$ cat src/hdl/min_spanning_tree_matrix_core_assert.svh
// Assertion macros used by the checked RTL of the minimum spanning tree core.
`ifndef MIN_SPANNING_TREE_MATRIX_CORE_ASSERT_SVH
`define MIN_SPANNING_TREE_MATRIX_CORE_ASSERT_SVH

// Consequent must hold in the same cycle as the antecedent.
`define MSTM_ASSERT_NOW(label, clk, rst, ante, cons, msg) \
   label: assert property (@(posedge clk) disable iff (rst) (ante) |-> (cons)) \
      else $error(msg);

// Consequent must hold in the cycle after the antecedent.
`define MSTM_ASSERT_NEXT(label, clk, rst, ante, cons, msg) \
   label: assert property (@(posedge clk) disable iff (rst) (ante) |=> (cons)) \
      else $error(msg);

`endif

$ cat src/hdl/mstm_pkg.sv
// Package: types, widths and constants of the minimum spanning tree core.
`timescale 1ns / 1ps

package mstm_pkg;

   localparam int MAX_VERTICES_DEFAULT = 16;
   localparam int FIELD_LIMIT          = 16;
   localparam int VERTEX_W             = 4;
   localparam int WEIGHT_W             = 16;
   localparam int COUNT_W              = 4;
   localparam int TOTAL_W              = 20;
   localparam int VCOUNT_W             = 5;
   localparam logic [VCOUNT_W-1:0] VCOUNT_RESET = 5'd16;

   typedef logic [VERTEX_W-1:0] vertex_type;
   typedef logic [WEIGHT_W-1:0] weight_type;

   typedef enum logic [1:0] {
      OUTCOME_EDGE         = 2'd0,
      OUTCOME_DISCONNECTED = 2'd1,
      OUTCOME_SINGLE       = 2'd2
   } outcome_type;

   typedef struct packed {
      vertex_type row_index;
      vertex_type col_index;
      weight_type edge_weight;
      logic       final_entry;
   } req_payload_type;

   typedef struct packed {
      vertex_type           edge_from;
      vertex_type           edge_to;
      weight_type           edge_cost;
      logic [COUNT_W-1:0]   edge_number;
      logic [TOTAL_W-1:0]   total_cost;
      outcome_type          outcome;
      logic                 run_end;
   } rsp_payload_type;

   typedef struct packed {
      logic [VCOUNT_W-1:0] vertex_count;
   } csr_payload_type;

   // Union-find control from the sequencer
   typedef struct packed {
      logic       clear;
      logic       find_start;
      vertex_type find_vertex;
      logic       link;
      vertex_type link_child;
      vertex_type link_parent;
   } uf_cmd_type;

   typedef struct packed {
      logic       find_done;
      vertex_type find_root;
   } uf_status_type;

   // Minimum search control and result
   typedef struct packed {
      logic       clear;
      logic       sample;
      vertex_type row;
      vertex_type col;
   } scan_cmd_type;

   typedef struct packed {
      logic       found;
      weight_type best;
      vertex_type row;
      vertex_type col;
   } scan_status_type;

endpackage

$ cat src/hdl/mstm_chan_if.sv
// Interface: valid/ready channel carrying one payload type.
`timescale 1ns / 1ps

interface mstm_chan_if #(
   parameter type payload_type = logic
) ();
   logic        valid;
   logic        ready;
   payload_type payload;

   modport source (output valid, output payload, input ready);
   modport sink   (input valid, input payload, output ready);
endinterface

$ cat src/hdl/mstm_ram.sv
// Generic single-write, single-read RAM with registered read data.
`timescale 1ns / 1ps

module mstm_ram #(
   parameter int WIDTH = 16,
   parameter int DEPTH = 256,
   localparam int ADDR_W = (DEPTH > 1) ? $clog2(DEPTH) : 1
) (
   input  logic              clock,
   input  logic              wr_en,
   input  logic [ADDR_W-1:0] wr_addr,
   input  logic [WIDTH-1:0]  wr_data,
   input  logic [ADDR_W-1:0] rd_addr,
   output logic [WIDTH-1:0]  rd_data
);

   logic [WIDTH-1:0] mem_ff [DEPTH];
   logic [WIDTH-1:0] rd_data_ff;

   always_ff @(posedge clock) begin
      if (wr_en) begin
         mem_ff[wr_addr] <= wr_data;
      end
      rd_data_ff <= mem_ff[rd_addr];
   end

   assign rd_data = rd_data_ff;

endmodule

$ cat src/hdl/mstm_scan.sv
// Minimum search unit: one shared less-than compare applied to each streamed entry.
`timescale 1ns / 1ps

module mstm_scan (
   input  logic                      clock,
   input  logic                      reset,
   input  mstm_pkg::scan_cmd_type    cmd,
   input  mstm_pkg::weight_type      data,
   output mstm_pkg::scan_status_type status
);

   logic                 found_ff, found_in;
   mstm_pkg::weight_type best_ff, best_in;
   mstm_pkg::vertex_type row_ff, row_in;
   mstm_pkg::vertex_type col_ff, col_in;
   logic                 take;

   // Strict less-than keeps the first entry found on ties
   assign take = cmd.sample && (data != '0) && (!found_ff || (data < best_ff));

   always_comb begin
      found_in = found_ff;
      best_in  = best_ff;
      row_in   = row_ff;
      col_in   = col_ff;
      if (cmd.clear) begin
         found_in = 1'b0;
      end else if (take) begin
         found_in = 1'b1;
         best_in  = data;
         row_in   = cmd.row;
         col_in   = cmd.col;
      end
   end

   always_ff @(posedge clock) begin
      if (reset) begin
         found_ff <= 1'b0;
      end else begin
         found_ff <= found_in;
      end
      best_ff <= best_in;
      row_ff  <= row_in;
      col_ff  <= col_in;
   end

   assign status.found = found_ff;
   assign status.best  = best_ff;
   assign status.row   = row_ff;
   assign status.col   = col_ff;

endmodule

$ cat src/hdl/mstm_uf.sv
// Union-find parent file with a root walker that follows one link per cycle.
`timescale 1ns / 1ps

module mstm_uf (
   input  logic                    clock,
   input  logic                    reset,
   input  mstm_pkg::uf_cmd_type    cmd,
   output mstm_pkg::uf_status_type status
);

   logic                 root_ff   [mstm_pkg::FIELD_LIMIT];
   mstm_pkg::vertex_type parent_ff [mstm_pkg::FIELD_LIMIT];
   logic                 busy_ff, busy_in;
   mstm_pkg::vertex_type cur_ff, cur_in;
   logic                 at_root;

   assign at_root = root_ff[cur_ff];

   always_comb begin
      busy_in = busy_ff;
      cur_in  = cur_ff;
      if (cmd.find_start) begin
         busy_in = 1'b1;
         cur_in  = cmd.find_vertex;
      end else if (busy_ff) begin
         if (at_root) begin
            busy_in = 1'b0;
         end else begin
            cur_in = parent_ff[cur_ff];
         end
      end
   end

   always_ff @(posedge clock) begin
      if (reset) begin
         busy_ff <= 1'b0;
         for (int v = 0; v < mstm_pkg::FIELD_LIMIT; v++) begin
            root_ff[v] <= 1'b1;
         end
      end else begin
         busy_ff <= busy_in;
         if (cmd.clear) begin
            for (int v = 0; v < mstm_pkg::FIELD_LIMIT; v++) begin
               root_ff[v] <= 1'b1;
            end
         end else if (cmd.link) begin
            root_ff[cmd.link_child] <= 1'b0;
         end
      end
      cur_ff <= cur_in;
      if (cmd.link) begin
         parent_ff[cmd.link_child] <= cmd.link_parent;
      end
   end

   assign status.find_done = busy_ff && at_root;
   assign status.find_root = cur_ff;

endmodule

$ cat src/hdl/min_spanning_tree_matrix_core.sv
// Top level: Kruskal minimum spanning tree over a loaded cost matrix.
`timescale 1ns / 1ps
`include "min_spanning_tree_matrix_core_assert.svh"
//
//   Channel   Role     Moves per transaction
//   req_bus   sink     one matrix entry (row, column, weight, last-entry flag)
//   rsp_bus   source   one tree edge or one status result
//   csr_bus   sink     vertex count n (1..16), taken at any cycle
//
// Matrix entries load at one per cycle; an entry without the last-entry flag
// gives no result. On the last entry a run starts and req_bus drops ready.
// Each pass of a run streams the n*n live entries through the shared compare,
// walks two root chains, joins if apart, and writes two removals, one pass per
// entry picked. Cost memory has one read and one write port; no clearing pass.
// A result waits in the output register; the run stalls only when a new result
// is due and the previous one has not been taken.
// Reset is synchronous, active high; it leaves n at 16 and the core idle.

module min_spanning_tree_matrix_core #(
   parameter int MAX_VERTICES = mstm_pkg::MAX_VERTICES_DEFAULT
) (
   input  logic        clock,
   input  logic        reset,
   mstm_chan_if.sink   req_bus,
   mstm_chan_if.source rsp_bus,
   mstm_chan_if.sink   csr_bus
);

   localparam int ADDR_W = $clog2(MAX_VERTICES * MAX_VERTICES);
   localparam int NLIM   = (MAX_VERTICES < mstm_pkg::FIELD_LIMIT) ?
                           MAX_VERTICES : mstm_pkg::FIELD_LIMIT;
   localparam logic [mstm_pkg::VCOUNT_W-1:0] NLIM_V = mstm_pkg::VCOUNT_W'(NLIM);

   typedef enum logic [3:0] {
      ST_IDLE,
      ST_SCAN,
      ST_DRAIN,
      ST_DECIDE,
      ST_FIND_A,
      ST_FIND_B,
      ST_JOIN,
      ST_REM_AB,
      ST_REM_BA,
      ST_REPORT
   } state_type;

   state_type                         state_ff, state_in;
   logic [mstm_pkg::VCOUNT_W-1:0]     vcount_ff, vcount_in;
   mstm_pkg::vertex_type              n1_ff, n1_in;
   mstm_pkg::vertex_type              i_ff, i_in;
   mstm_pkg::vertex_type              j_ff, j_in;
   logic                              tag_valid_ff, tag_valid_in;
   mstm_pkg::vertex_type              tag_row_ff, tag_row_in;
   mstm_pkg::vertex_type              tag_col_ff, tag_col_in;
   logic [mstm_pkg::COUNT_W-1:0]      accepted_ff, accepted_in;
   logic [mstm_pkg::TOTAL_W-1:0]      sum_ff, sum_in;
   mstm_pkg::vertex_type              ra_ff, ra_in;
   mstm_pkg::vertex_type              rb_ff, rb_in;
   mstm_pkg::outcome_type             outcome_ff, outcome_in;
   logic                              rsp_valid_ff, rsp_valid_in;
   mstm_pkg::rsp_payload_type         rsp_data_ff, rsp_data_in;

   logic [mstm_pkg::VCOUNT_W-1:0]     vc_sat;
   mstm_pkg::vertex_type              n1_now;
   logic                              in_range;
   logic                              slot_free;
   logic                              rsp_load;
   logic [mstm_pkg::COUNT_W-1:0]      accepted_inc;
   logic [mstm_pkg::TOTAL_W-1:0]      sum_inc;

   logic                              ram_we;
   mstm_pkg::vertex_type              wr_row, wr_col;
   mstm_pkg::weight_type              ram_wd;
   logic [ADDR_W-1:0]                 ram_wa, ram_ra;
   mstm_pkg::weight_type              ram_rd;

   mstm_pkg::uf_cmd_type              uf_cmd;
   mstm_pkg::uf_status_type           uf_status;
   mstm_pkg::scan_cmd_type            scan_cmd;
   mstm_pkg::scan_status_type         scan_status;

   // Cost store, row-major at row * MAX_VERTICES + column
   mstm_ram #(
      .WIDTH (mstm_pkg::WEIGHT_W),
      .DEPTH (MAX_VERTICES * MAX_VERTICES)
   ) u_cost_store (
      .clock   (clock),
      .wr_en   (ram_we),
      .wr_addr (ram_wa),
      .wr_data (ram_wd),
      .rd_addr (ram_ra),
      .rd_data (ram_rd)
   );

   mstm_scan u_scan (
      .clock  (clock),
      .reset  (reset),
      .cmd    (scan_cmd),
      .data   (ram_rd),
      .status (scan_status)
   );

   mstm_uf u_uf (
      .clock  (clock),
      .reset  (reset),
      .cmd    (uf_cmd),
      .status (uf_status)
   );

   // Clamp the vertex count to 1..NLIM
   always_comb begin
      if (vcount_ff == '0) begin
         vc_sat = mstm_pkg::VCOUNT_W'(1);
      end else if (vcount_ff > NLIM_V) begin
         vc_sat = NLIM_V;
      end else begin
         vc_sat = vcount_ff;
      end
   end
   assign n1_now = mstm_pkg::VERTEX_W'(vc_sat - mstm_pkg::VCOUNT_W'(1));

   assign in_range = (int'(req_bus.payload.row_index) < MAX_VERTICES) &&
                     (int'(req_bus.payload.col_index) < MAX_VERTICES);

   assign slot_free    = !rsp_valid_ff || rsp_bus.ready;
   assign accepted_inc = accepted_ff + mstm_pkg::COUNT_W'(1);
   assign sum_inc      = sum_ff + mstm_pkg::TOTAL_W'(scan_status.best);

   assign ram_ra = ADDR_W'(ADDR_W'(i_ff) * ADDR_W'(MAX_VERTICES) + ADDR_W'(j_ff));
   assign ram_wa = ADDR_W'(ADDR_W'(wr_row) * ADDR_W'(MAX_VERTICES) + ADDR_W'(wr_col));

   assign req_bus.ready = (state_ff == ST_IDLE);
   assign csr_bus.ready = 1'b1;
   assign rsp_bus.valid   = rsp_valid_ff;
   assign rsp_bus.payload = rsp_data_ff;

   always_comb begin
      state_in     = state_ff;
      vcount_in    = vcount_ff;
      n1_in        = n1_ff;
      i_in         = i_ff;
      j_in         = j_ff;
      tag_valid_in = 1'b0;
      tag_row_in   = i_ff;
      tag_col_in   = j_ff;
      accepted_in  = accepted_ff;
      sum_in       = sum_ff;
      ra_in        = ra_ff;
      rb_in        = rb_ff;
      outcome_in   = outcome_ff;
      rsp_valid_in = rsp_valid_ff;
      rsp_data_in  = rsp_data_ff;
      rsp_load     = 1'b0;

      ram_we = 1'b0;
      wr_row = scan_status.row;
      wr_col = scan_status.col;
      ram_wd = '0;

      uf_cmd   = '0;
      scan_cmd = '0;
      scan_cmd.sample = tag_valid_ff;
      scan_cmd.row    = tag_row_ff;
      scan_cmd.col    = tag_col_ff;

      // Drop the held result once taken
      if (rsp_valid_ff && rsp_bus.ready) begin
         rsp_valid_in = 1'b0;
      end

      if (csr_bus.valid) begin
         vcount_in = csr_bus.payload.vertex_count;
      end

      unique case (state_ff)
         ST_IDLE: begin
            if (req_bus.valid) begin
               wr_row = req_bus.payload.row_index;
               wr_col = req_bus.payload.col_index;
               ram_wd = req_bus.payload.edge_weight;
               ram_we = in_range;
               if (req_bus.payload.final_entry) begin
                  n1_in       = n1_now;
                  accepted_in = '0;
                  sum_in      = '0;
                  uf_cmd.clear = 1'b1;
                  if (n1_now == '0) begin
                     outcome_in = mstm_pkg::OUTCOME_SINGLE;
                     state_in   = ST_REPORT;
                  end else begin
                     scan_cmd.clear = 1'b1;
                     i_in     = '0;
                     j_in     = '0;
                     state_in = ST_SCAN;
                  end
               end
            end
         end
         ST_SCAN: begin
            // Issue one read a cycle; its tag follows the RAM latency
            tag_valid_in = 1'b1;
            if (j_ff == n1_ff) begin
               j_in = '0;
               if (i_ff == n1_ff) begin
                  state_in = ST_DRAIN;
               end else begin
                  i_in = i_ff + mstm_pkg::VERTEX_W'(1);
               end
            end else begin
               j_in = j_ff + mstm_pkg::VERTEX_W'(1);
            end
         end
         ST_DRAIN: begin
            state_in = ST_DECIDE;
         end
         ST_DECIDE: begin
            if (!scan_status.found) begin
               outcome_in = mstm_pkg::OUTCOME_DISCONNECTED;
               state_in   = ST_REPORT;
            end else begin
               uf_cmd.find_start  = 1'b1;
               uf_cmd.find_vertex = scan_status.row;
               state_in           = ST_FIND_A;
            end
         end
         ST_FIND_A: begin
            if (uf_status.find_done) begin
               ra_in              = uf_status.find_root;
               uf_cmd.find_start  = 1'b1;
               uf_cmd.find_vertex = scan_status.col;
               state_in           = ST_FIND_B;
            end
         end
         ST_FIND_B: begin
            if (uf_status.find_done) begin
               rb_in    = uf_status.find_root;
               state_in = ST_JOIN;
            end
         end
         ST_JOIN: begin
            if (ra_ff == rb_ff) begin
               state_in = ST_REM_AB;
            end else if (slot_free) begin
               uf_cmd.link        = 1'b1;
               uf_cmd.link_child  = rb_ff;
               uf_cmd.link_parent = ra_ff;
               accepted_in        = accepted_inc;
               sum_in             = sum_inc;
               rsp_load           = 1'b1;
               rsp_valid_in       = 1'b1;
               rsp_data_in.edge_from   = scan_status.row;
               rsp_data_in.edge_to     = scan_status.col;
               rsp_data_in.edge_cost   = scan_status.best;
               rsp_data_in.edge_number = accepted_inc;
               rsp_data_in.total_cost  = sum_inc;
               rsp_data_in.outcome     = mstm_pkg::OUTCOME_EDGE;
               rsp_data_in.run_end     = (accepted_inc == n1_ff);
               state_in = ST_REM_AB;
            end
         end
         ST_REM_AB: begin
            ram_we   = 1'b1;
            state_in = ST_REM_BA;
         end
         ST_REM_BA: begin
            // Remove the mirrored entry, then end the run or scan again
            wr_row = scan_status.col;
            wr_col = scan_status.row;
            ram_we = 1'b1;
            if (accepted_ff == n1_ff) begin
               state_in = ST_IDLE;
            end else begin
               scan_cmd.clear = 1'b1;
               i_in     = '0;
               j_in     = '0;
               state_in = ST_SCAN;
            end
         end
         ST_REPORT: begin
            if (slot_free) begin
               rsp_load     = 1'b1;
               rsp_valid_in = 1'b1;
               rsp_data_in.edge_from   = '0;
               rsp_data_in.edge_to     = '0;
               rsp_data_in.edge_cost   = '0;
               rsp_data_in.edge_number = accepted_ff;
               rsp_data_in.total_cost  = sum_ff;
               rsp_data_in.outcome     = outcome_ff;
               rsp_data_in.run_end     = 1'b1;
               state_in = ST_IDLE;
            end
         end
         default: begin
            state_in = ST_IDLE;
         end
      endcase
   end

   always_ff @(posedge clock) begin
      if (reset) begin
         state_ff     <= ST_IDLE;
         vcount_ff    <= mstm_pkg::VCOUNT_RESET;
         tag_valid_ff <= 1'b0;
         accepted_ff  <= '0;
         sum_ff       <= '0;
         rsp_valid_ff <= 1'b0;
      end else begin
         state_ff     <= state_in;
         vcount_ff    <= vcount_in;
         tag_valid_ff <= tag_valid_in;
         accepted_ff  <= accepted_in;
         sum_ff       <= sum_in;
         rsp_valid_ff <= rsp_valid_in;
      end
      n1_ff       <= n1_in;
      i_ff        <= i_in;
      j_ff        <= j_in;
      tag_row_ff  <= tag_row_in;
      tag_col_ff  <= tag_col_in;
      ra_ff       <= ra_in;
      rb_ff       <= rb_in;
      outcome_ff  <= outcome_in;
      rsp_data_ff <= rsp_data_in;
   end

   // Join only vertices from different trees
   `MSTM_ASSERT_NOW(a_link_roots_differ, clock, reset, uf_cmd.link, ra_ff != rb_ff, "link within one tree")
   // Every join counts exactly one edge
   `MSTM_ASSERT_NEXT(a_link_counts, clock, reset, uf_cmd.link, accepted_ff == $past(accepted_ff) + 4'd1, "edge count off after join")
   // Never overwrite a result not yet taken
   `MSTM_ASSERT_NOW(a_result_slot, clock, reset, rsp_load, !rsp_valid_ff || rsp_bus.ready, "held result overwritten")
   // A run never counts more edges than its tree needs
   `MSTM_ASSERT_NOW(a_count_bound, clock, reset, state_ff != ST_IDLE, accepted_ff <= n1_ff, "edge count beyond n-1")

endmodule

$ cat src/flat_wrapper.sv
// flat-port wrapper written by rule: the top's interface ports become plain ports
module min_spanning_tree_matrix_core_flat 
#(
   parameter int MAX_VERTICES = mstm_pkg::MAX_VERTICES_DEFAULT
)
  (clock, reset, req_bus_valid, req_bus_payload, req_bus_ready, rsp_bus_valid, rsp_bus_payload, rsp_bus_ready, csr_bus_valid, csr_bus_payload, csr_bus_ready);
  mstm_chan_if #(.payload_type(mstm_pkg::req_payload_type)) req_bus_i ();
  mstm_chan_if #(.payload_type(mstm_pkg::rsp_payload_type)) rsp_bus_i ();
  mstm_chan_if #(.payload_type(mstm_pkg::csr_payload_type)) csr_bus_i ();
  input  logic clock;
  input  logic reset;
  input wire logic [$bits(req_bus_i.valid)-1:0] req_bus_valid;
  input wire logic [$bits(req_bus_i.payload)-1:0] req_bus_payload;
  output wire logic [$bits(req_bus_i.ready)-1:0] req_bus_ready;
  output wire logic [$bits(rsp_bus_i.valid)-1:0] rsp_bus_valid;
  output wire logic [$bits(rsp_bus_i.payload)-1:0] rsp_bus_payload;
  input wire logic [$bits(rsp_bus_i.ready)-1:0] rsp_bus_ready;
  input wire logic [$bits(csr_bus_i.valid)-1:0] csr_bus_valid;
  input wire logic [$bits(csr_bus_i.payload)-1:0] csr_bus_payload;
  output wire logic [$bits(csr_bus_i.ready)-1:0] csr_bus_ready;
  assign req_bus_i.valid = req_bus_valid;
  assign req_bus_i.payload = req_bus_payload;
  assign req_bus_ready = req_bus_i.ready;
  assign rsp_bus_valid = rsp_bus_i.valid;
  assign rsp_bus_payload = rsp_bus_i.payload;
  assign rsp_bus_i.ready = rsp_bus_ready;
  assign csr_bus_i.valid = csr_bus_valid;
  assign csr_bus_i.payload = csr_bus_payload;
  assign csr_bus_ready = csr_bus_i.ready;
  min_spanning_tree_matrix_core #(.MAX_VERTICES(MAX_VERTICES)) u_core (.clock(clock), .reset(reset), .req_bus(req_bus_i), .rsp_bus(rsp_bus_i), .csr_bus(csr_bus_i));
endmodule
$ cat config.mk
export PLATFORM = sky130hd
export DESIGN_NAME = min_spanning_tree_matrix_core_flat
export DESIGN_NICKNAME = d
export VERILOG_FILES = /design/src/hdl/mstm_pkg.sv /design/src/hdl/mstm_chan_if.sv /design/src/hdl/mstm_ram.sv /design/src/hdl/mstm_scan.sv /design/src/hdl/mstm_uf.sv /design/src/hdl/min_spanning_tree_matrix_core.sv /design/src/flat_wrapper.sv
export VERILOG_INCLUDE_DIRS = /design/src /design/src/hdl
export SDC_FILE = /design/constraint.sdc
export NUM_CORES = 2
export LEC_CHECK = 0
export BUFFER_PORTS_ARGS = -buffer_cell sky130_fd_sc_hd__buf_2
export CAP_MARGIN = 30
export CORE_MARGIN = 2
export CORE_UTILIZATION = 30
export CTS_CLUSTER_DIAMETER = 60
export DETAILED_ROUTE_END_ITERATION = 10
export GPL_ROUTABILITY_DRIVEN = 0
export SYNTH_ARGS = -nofsm -noshare
export SYNTH_HDL_FRONTEND = slang
export SYNTH_MEMORY_MAX_BITS = 65536
export SYNTH_SLANG_ARGS = --single-unit
$ cat constraint.sdc
create_clock -name clock -period 5.9 [get_ports clock]
set_input_delay 1.18 -clock clock [delete_from_list [all_inputs] [get_ports clock]]
set_output_delay 1.18 -clock clock [all_outputs]
set_load 0.05 [all_outputs]
==> run summary <==
In this run the tool buffered the top-level ports with 87 buffer cells. The final critical path takes up 76.3% of the cycle. The highest-delay cell along the critical path is sky130_fd_sc_hd__dfxtp_1. For this run, the top clock speed supported by timing is 0.222 GHz. The combined global-route utilization of all metal layers came out at 15.0%. The proportion of synthesized flip-flops having asynchronous set or reset came out at 0%. The delay of the slowest critical-path stage came out at 0.71 ns. The number of standard cells after synthesis came out at 7421. The count of vias placed by the detailed router came out at 80600.

TritonCTS built the clock tree. The critical path data required time is 6.53 ns. The deepest clock path buffer count came out at 4. The arrival time of data at the critical path endpoint came out at 5.13 ns.

The largest net degree at the start of global routing is 129. The die covers 563000 um^2. The final max-slew violation count was 0. The initial antenna violation count came to 20. The number of I/O pins is 89.

The synthesis-to-finish area growth is 15.9%. The switching power share of the total is 29.0%. The mapped netlist covers 167000 um^2.

The summed area of non-filler cells in the final layout came out at 194000 um^2. The first detailed-routing pass ran for 6 iterations. The fraction of the yosys area taken by sequential cells came out at 77.6%. The number of flops mapped to enable cells by yosys came out at 4261.

The worst-margin pin slew came out at 1.38 ns. Once routing completed, OpenROAD measured the worst setup slack at 1.40 ns. Synthesis produced a netlist with a net count of 7493. For this run, the leading register cell type out of synthesis is sky130_fd_sc_hd__edfxtp_1. The clock sink count came out at 4342. The post-synthesis area per instance is 22.5 um^2.

The aggregate global routing overflow is 0. The final period demand of the worst path came out at 4.50 ns. The core box area came out at 556000 um^2.

The element type at the critical path end is a register. The critical path is of the reg2reg type. The number of setup buffers added after CTS is 0. The initialized floorplan defines 274 standard-cell rows. For this block, the initial DRC count from the detailed router was 10800.

Grouping stages by cell kind, the critical path spends the most delay in simple AND/OR/NAND/NOR gates. The ratio of total power to cell area is 427 nW/um^2. In this run, distinct cell masters in the synthesized netlist total 84. The final hold violation count was 0.

The final routed wire length divided by cell count is 27.5 um. The die width is 750 um. Across the routed clock network, the largest skew measured is 0.0451 ns. The share of total power dissipated in the clock network is 33.2%.

The clock-pin slew of the registers on the worst-case setup and hold paths came out at 0.06 ns. The synthesis-stage register bit count came out at 4342. For this run, the number of Yosys warnings is 0. The depth of the CTS H-tree came out at 5. The highest fanout seen on the critical path came out at 16. The HPWL after detailed placement came out at 268000 um. The internal power of the cells totals 58.7 mW.

The post-place setup slack is 0.887 ns. Headroom to the max-slew limit came out at 7.68%. The leakage power figure is 60.0 nW. The power share of the sequential group came out at 43.4%. The flow ran to the end, and the final reports show no timing, DRC or antenna violations.

Setup repair after global routing left no endpoint under its margin. In this run the remaining antenna-violating nets after routing total 0. The number of buffers and inverters on the critical path is 2.

The number of buffers inserted by hold repair at cts came out at 0. The worst hold-check path type is reg2reg. The cell area after placement is 179000 um^2.

The combinational share of power came out at 23.4%. The final-report setup violation count came out at 0. Across the VDD grid, the largest voltage drop is 0.346 mV. The signal on the critical path passes through or3_1, or3_1, o21ai_0, a21oi_2, nor2b_2, nand3_2, buf_4, nor2_1, buf_4.

After the last flow step, the layout net total stands at 8088. The detailed-route vias per instance came out at 5.08. The die height is 750 um.

The max-capacitance violation count is 0. The share of post-route cells with drive strength above 1 is 28.9%. The via count of the first global-routing pass is 80800.

The switching power of the nets is 24.0 mW. Counting the buffers created by CTS gives 434. The initial cell density of the core is 30.1%. The final-layout worst hold slack is 0.400 ns. The post-cts repair resize count is 0. The tree is rooted in a sky130_fd_sc_hd__clkbuf_16.

The first global-routing pass estimated 615000 um of wire. The later pin in the worst-skew pair is clocked with a latency of 0.98 ns. The total wire length after detailed routing is 436000 um.

The type of origin of the critical path is a register. The DRC violations left came out at 0.
[worst reg2reg max path, cell delays in order (launching register included)]
cell and delay [ns]:
sky130_fd_sc_hd__dfxtp_1 0.71, sky130_fd_sc_hd__or3_1 0.40, sky130_fd_sc_hd__or3_1 0.16, sky130_fd_sc_hd__o21ai_0 0.12, sky130_fd_sc_hd__a21oi_2 0.62, sky130_fd_sc_hd__nor2b_2 0.45, sky130_fd_sc_hd__nand3_2 0.66, sky130_fd_sc_hd__buf_4 0.54
sky130_fd_sc_hd__nor2_1 0.23, sky130_fd_sc_hd__buf_4 0.27
[per-stage QoR]
step | std cells | setup TNS [ns] | utilization (%) | power [mW]
final | 15800 | 0 | 34.8 | 82.7
after global routing | 15800 | 0 | 34.8 | 85.2
after CTS | 15800 | 0 | 34.8 | 83.3
after detailed placement | 15000 | 0 | 32.3 | 56.0
after global placement | 15000 | 0 | 32.2 | 55.7
after floorplan | 7421 | -89.86 | - | 48.3
[sequential cells by signal, indices dropped and copies added (netlist names), 5 cells and up, named ones only]
name,cells
u_core.u_cost_store.mem_ff,4096
u_core.u_uf.root_ff,16
u_core.u_uf.parent_ff,64
u_core.sum_ff,20
u_core.u_cost_store.rd_data,16
u_core.vcount_ff,5
u_core.rsp_bus.payload,51
u_core.u_scan.best_ff,16
[layer usage]
metal | routed length [um] | vias up | part of all wire (%) | track usage, %
met5 | 13 | - | 0.0030 | 0
met4 | 13700 | 2 | 3.1 | 4.30
met3 | 41400 | 653 | 9.5 | 3.20
met2 | 208000 | 4088 | 48 | 24.4
met1 | 173000 | 43100 | 40 | 20.4
li1 | - | 32700 | - | -
[power groups by stage]
stage	logic, mW	clock network, mW	registers, mW
4_1_cts	19.5	27.9	35.9
3_3_place_gp	19.2	0	36.5
3_5_place_dp	19.5	0	36.5
6_report	19.3	27.5	35.9
5_1_grt	20.2	29.1	35.9
2_1_floorplan	11.6	0	36.6
[layout by cell type, fill, tap and decap left out, drive strengths merged, types with 16 or more instances in the layout]
| cell | n |
|---|---|
| edfxtp | 4261 |
| nor2 | 365 |
| nand2 | 114 |
| dfxtp | 81 |
| mux2i | 170 |
| a22oi | 99 |
| a21oi | 56 |
| o211ai | 33 |
| ha | 36 |
| nand4 | 18 |
| a211oi | 51 |
| mux4 | 1144 |
| inv | 60 |
| bufinv | 48 |
| clkinvlp | 18 |
| and2 | 20 |
| xnor2 | 17 |
| o21ai | 49 |
| nor3 | 30 |
| nor4 | 26 |
| clkinv | 195 |
| xor2 | 26 |
| o22ai | 138 |
| and4 | 16 |
| and3 | 26 |
| buf | 566 |
| nand3 | 37 |
| clkbuf | 527 |
[synth_stat cells (4+ instances only)]
master,number,share of area (%)
sky130_fd_sc_hd__clkbuf_1,141,0.32
sky130_fd_sc_hd__nand3_1,31,0.093
sky130_fd_sc_hd__mux2i_1,170,1.0
sky130_fd_sc_hd__o21a_1,7,0.031
sky130_fd_sc_hd__nand4_1,18,0.067
sky130_fd_sc_hd__xor2_1,26,0.14
sky130_fd_sc_hd__o21ai_0,41,0.12
sky130_fd_sc_hd__and3_1,26,0.097
sky130_fd_sc_hd__a22o_1,15,0.079
sky130_fd_sc_hd__dfxtp_1,81,0.97
sky130_fd_sc_hd__or3b_1,4,0.021
sky130_fd_sc_hd__a21o_1,7,0.031
sky130_fd_sc_hd__nand3b_1,8,0.036
sky130_fd_sc_hd__a21oi_1,54,0.16
sky130_fd_sc_hd__nand3_2,5,0.030
sky130_fd_sc_hd__inv_1,38,0.085
sky130_fd_sc_hd__and2_1,19,0.071
sky130_fd_sc_hd__nand2_1,110,0.25
sky130_fd_sc_hd__nand4b_1,6,0.031
sky130_fd_sc_hd__o31ai_1,8,0.036
sky130_fd_sc_hd__nor4_1,25,0.094
sky130_fd_sc_hd__o211ai_1,33,0.15
sky130_fd_sc_hd__nand2b_1,14,0.052
sky130_fd_sc_hd__nor2_1,363,0.82
sky130_fd_sc_hd__mux4_2,1142,15
sky130_fd_sc_hd__and4_1,16,0.084
sky130_fd_sc_hd__a211oi_1,51,0.23
sky130_fd_sc_hd__nor2b_1,12,0.045
sky130_fd_sc_hd__xnor2_1,17,0.089
sky130_fd_sc_hd__or2_2,13,0.049
sky130_fd_sc_hd__nand2_2,4,0.015
sky130_fd_sc_hd__buf_4,74,0.33
sky130_fd_sc_hd__buf_2,149,0.45
sky130_fd_sc_hd__o22ai_1,138,0.52
sky130_fd_sc_hd__edfxtp_1,4261,77
sky130_fd_sc_hd__or3_1,13,0.049
sky130_fd_sc_hd__a31oi_1,11,0.041
sky130_fd_sc_hd__mux2_2,4,0.027
sky130_fd_sc_hd__ha_1,36,0.27
sky130_fd_sc_hd__a22oi_1,99,0.44
sky130_fd_sc_hd__nor3_1,29,0.087
sky130_fd_sc_hd__o21ai_1,7,0.021
sky130_fd_sc_hd__buf_6,5,0.034
sky130_fd_sc_hd__buf_1,38,0.085
[area by class of cell]
| type | count | area (um^2) |
|---|---|---|
| fillers | 50600 | 362000 |
| flip-flops and latches | 4342 | 130000 |
| inverters | 39 | 146 |
| well taps | 7452 | 9320 |
| diodes | 7 | 17.5 |
| clock inverters | 282 | 2800 |
| clock buffers | 527 | 11400 |
| repair buffers | 566 | 4890 |
| multi-input cells | 2633 | 35500 |
[path summary, 6_finish.rpt]
path / from / end / cells past startpoint / slack, ns
min: u_core.tag_row_ff[0] / u_core.u_scan.row_ff[0] / 0 / 0.40
min reg2reg: u_core.tag_row_ff[0] / u_core.u_scan.row_ff[0] / 0 / 0.40
max reg2reg: u_core.state_ff[0] / u_core.u_cost_store.mem_ff[119][15] / 9 / 1.40
max: u_core.state_ff[0] / u_core.u_cost_store.mem_ff[119][15] / 9 / 1.40
[cells by family after synthesis]
logic type / synth area share (%)
AO/OA/AOI/OAI: 2.02
flip-flops: 77.6
buffers and inverters: 1.30
XOR/XNOR: 0.225
other: 0.00225
multiplexers: 16.5
AND/OR/NAND/NOR: 2.11
adder cells (fa/ha/maj): 0.282
(Power assumes the default switching activity.)
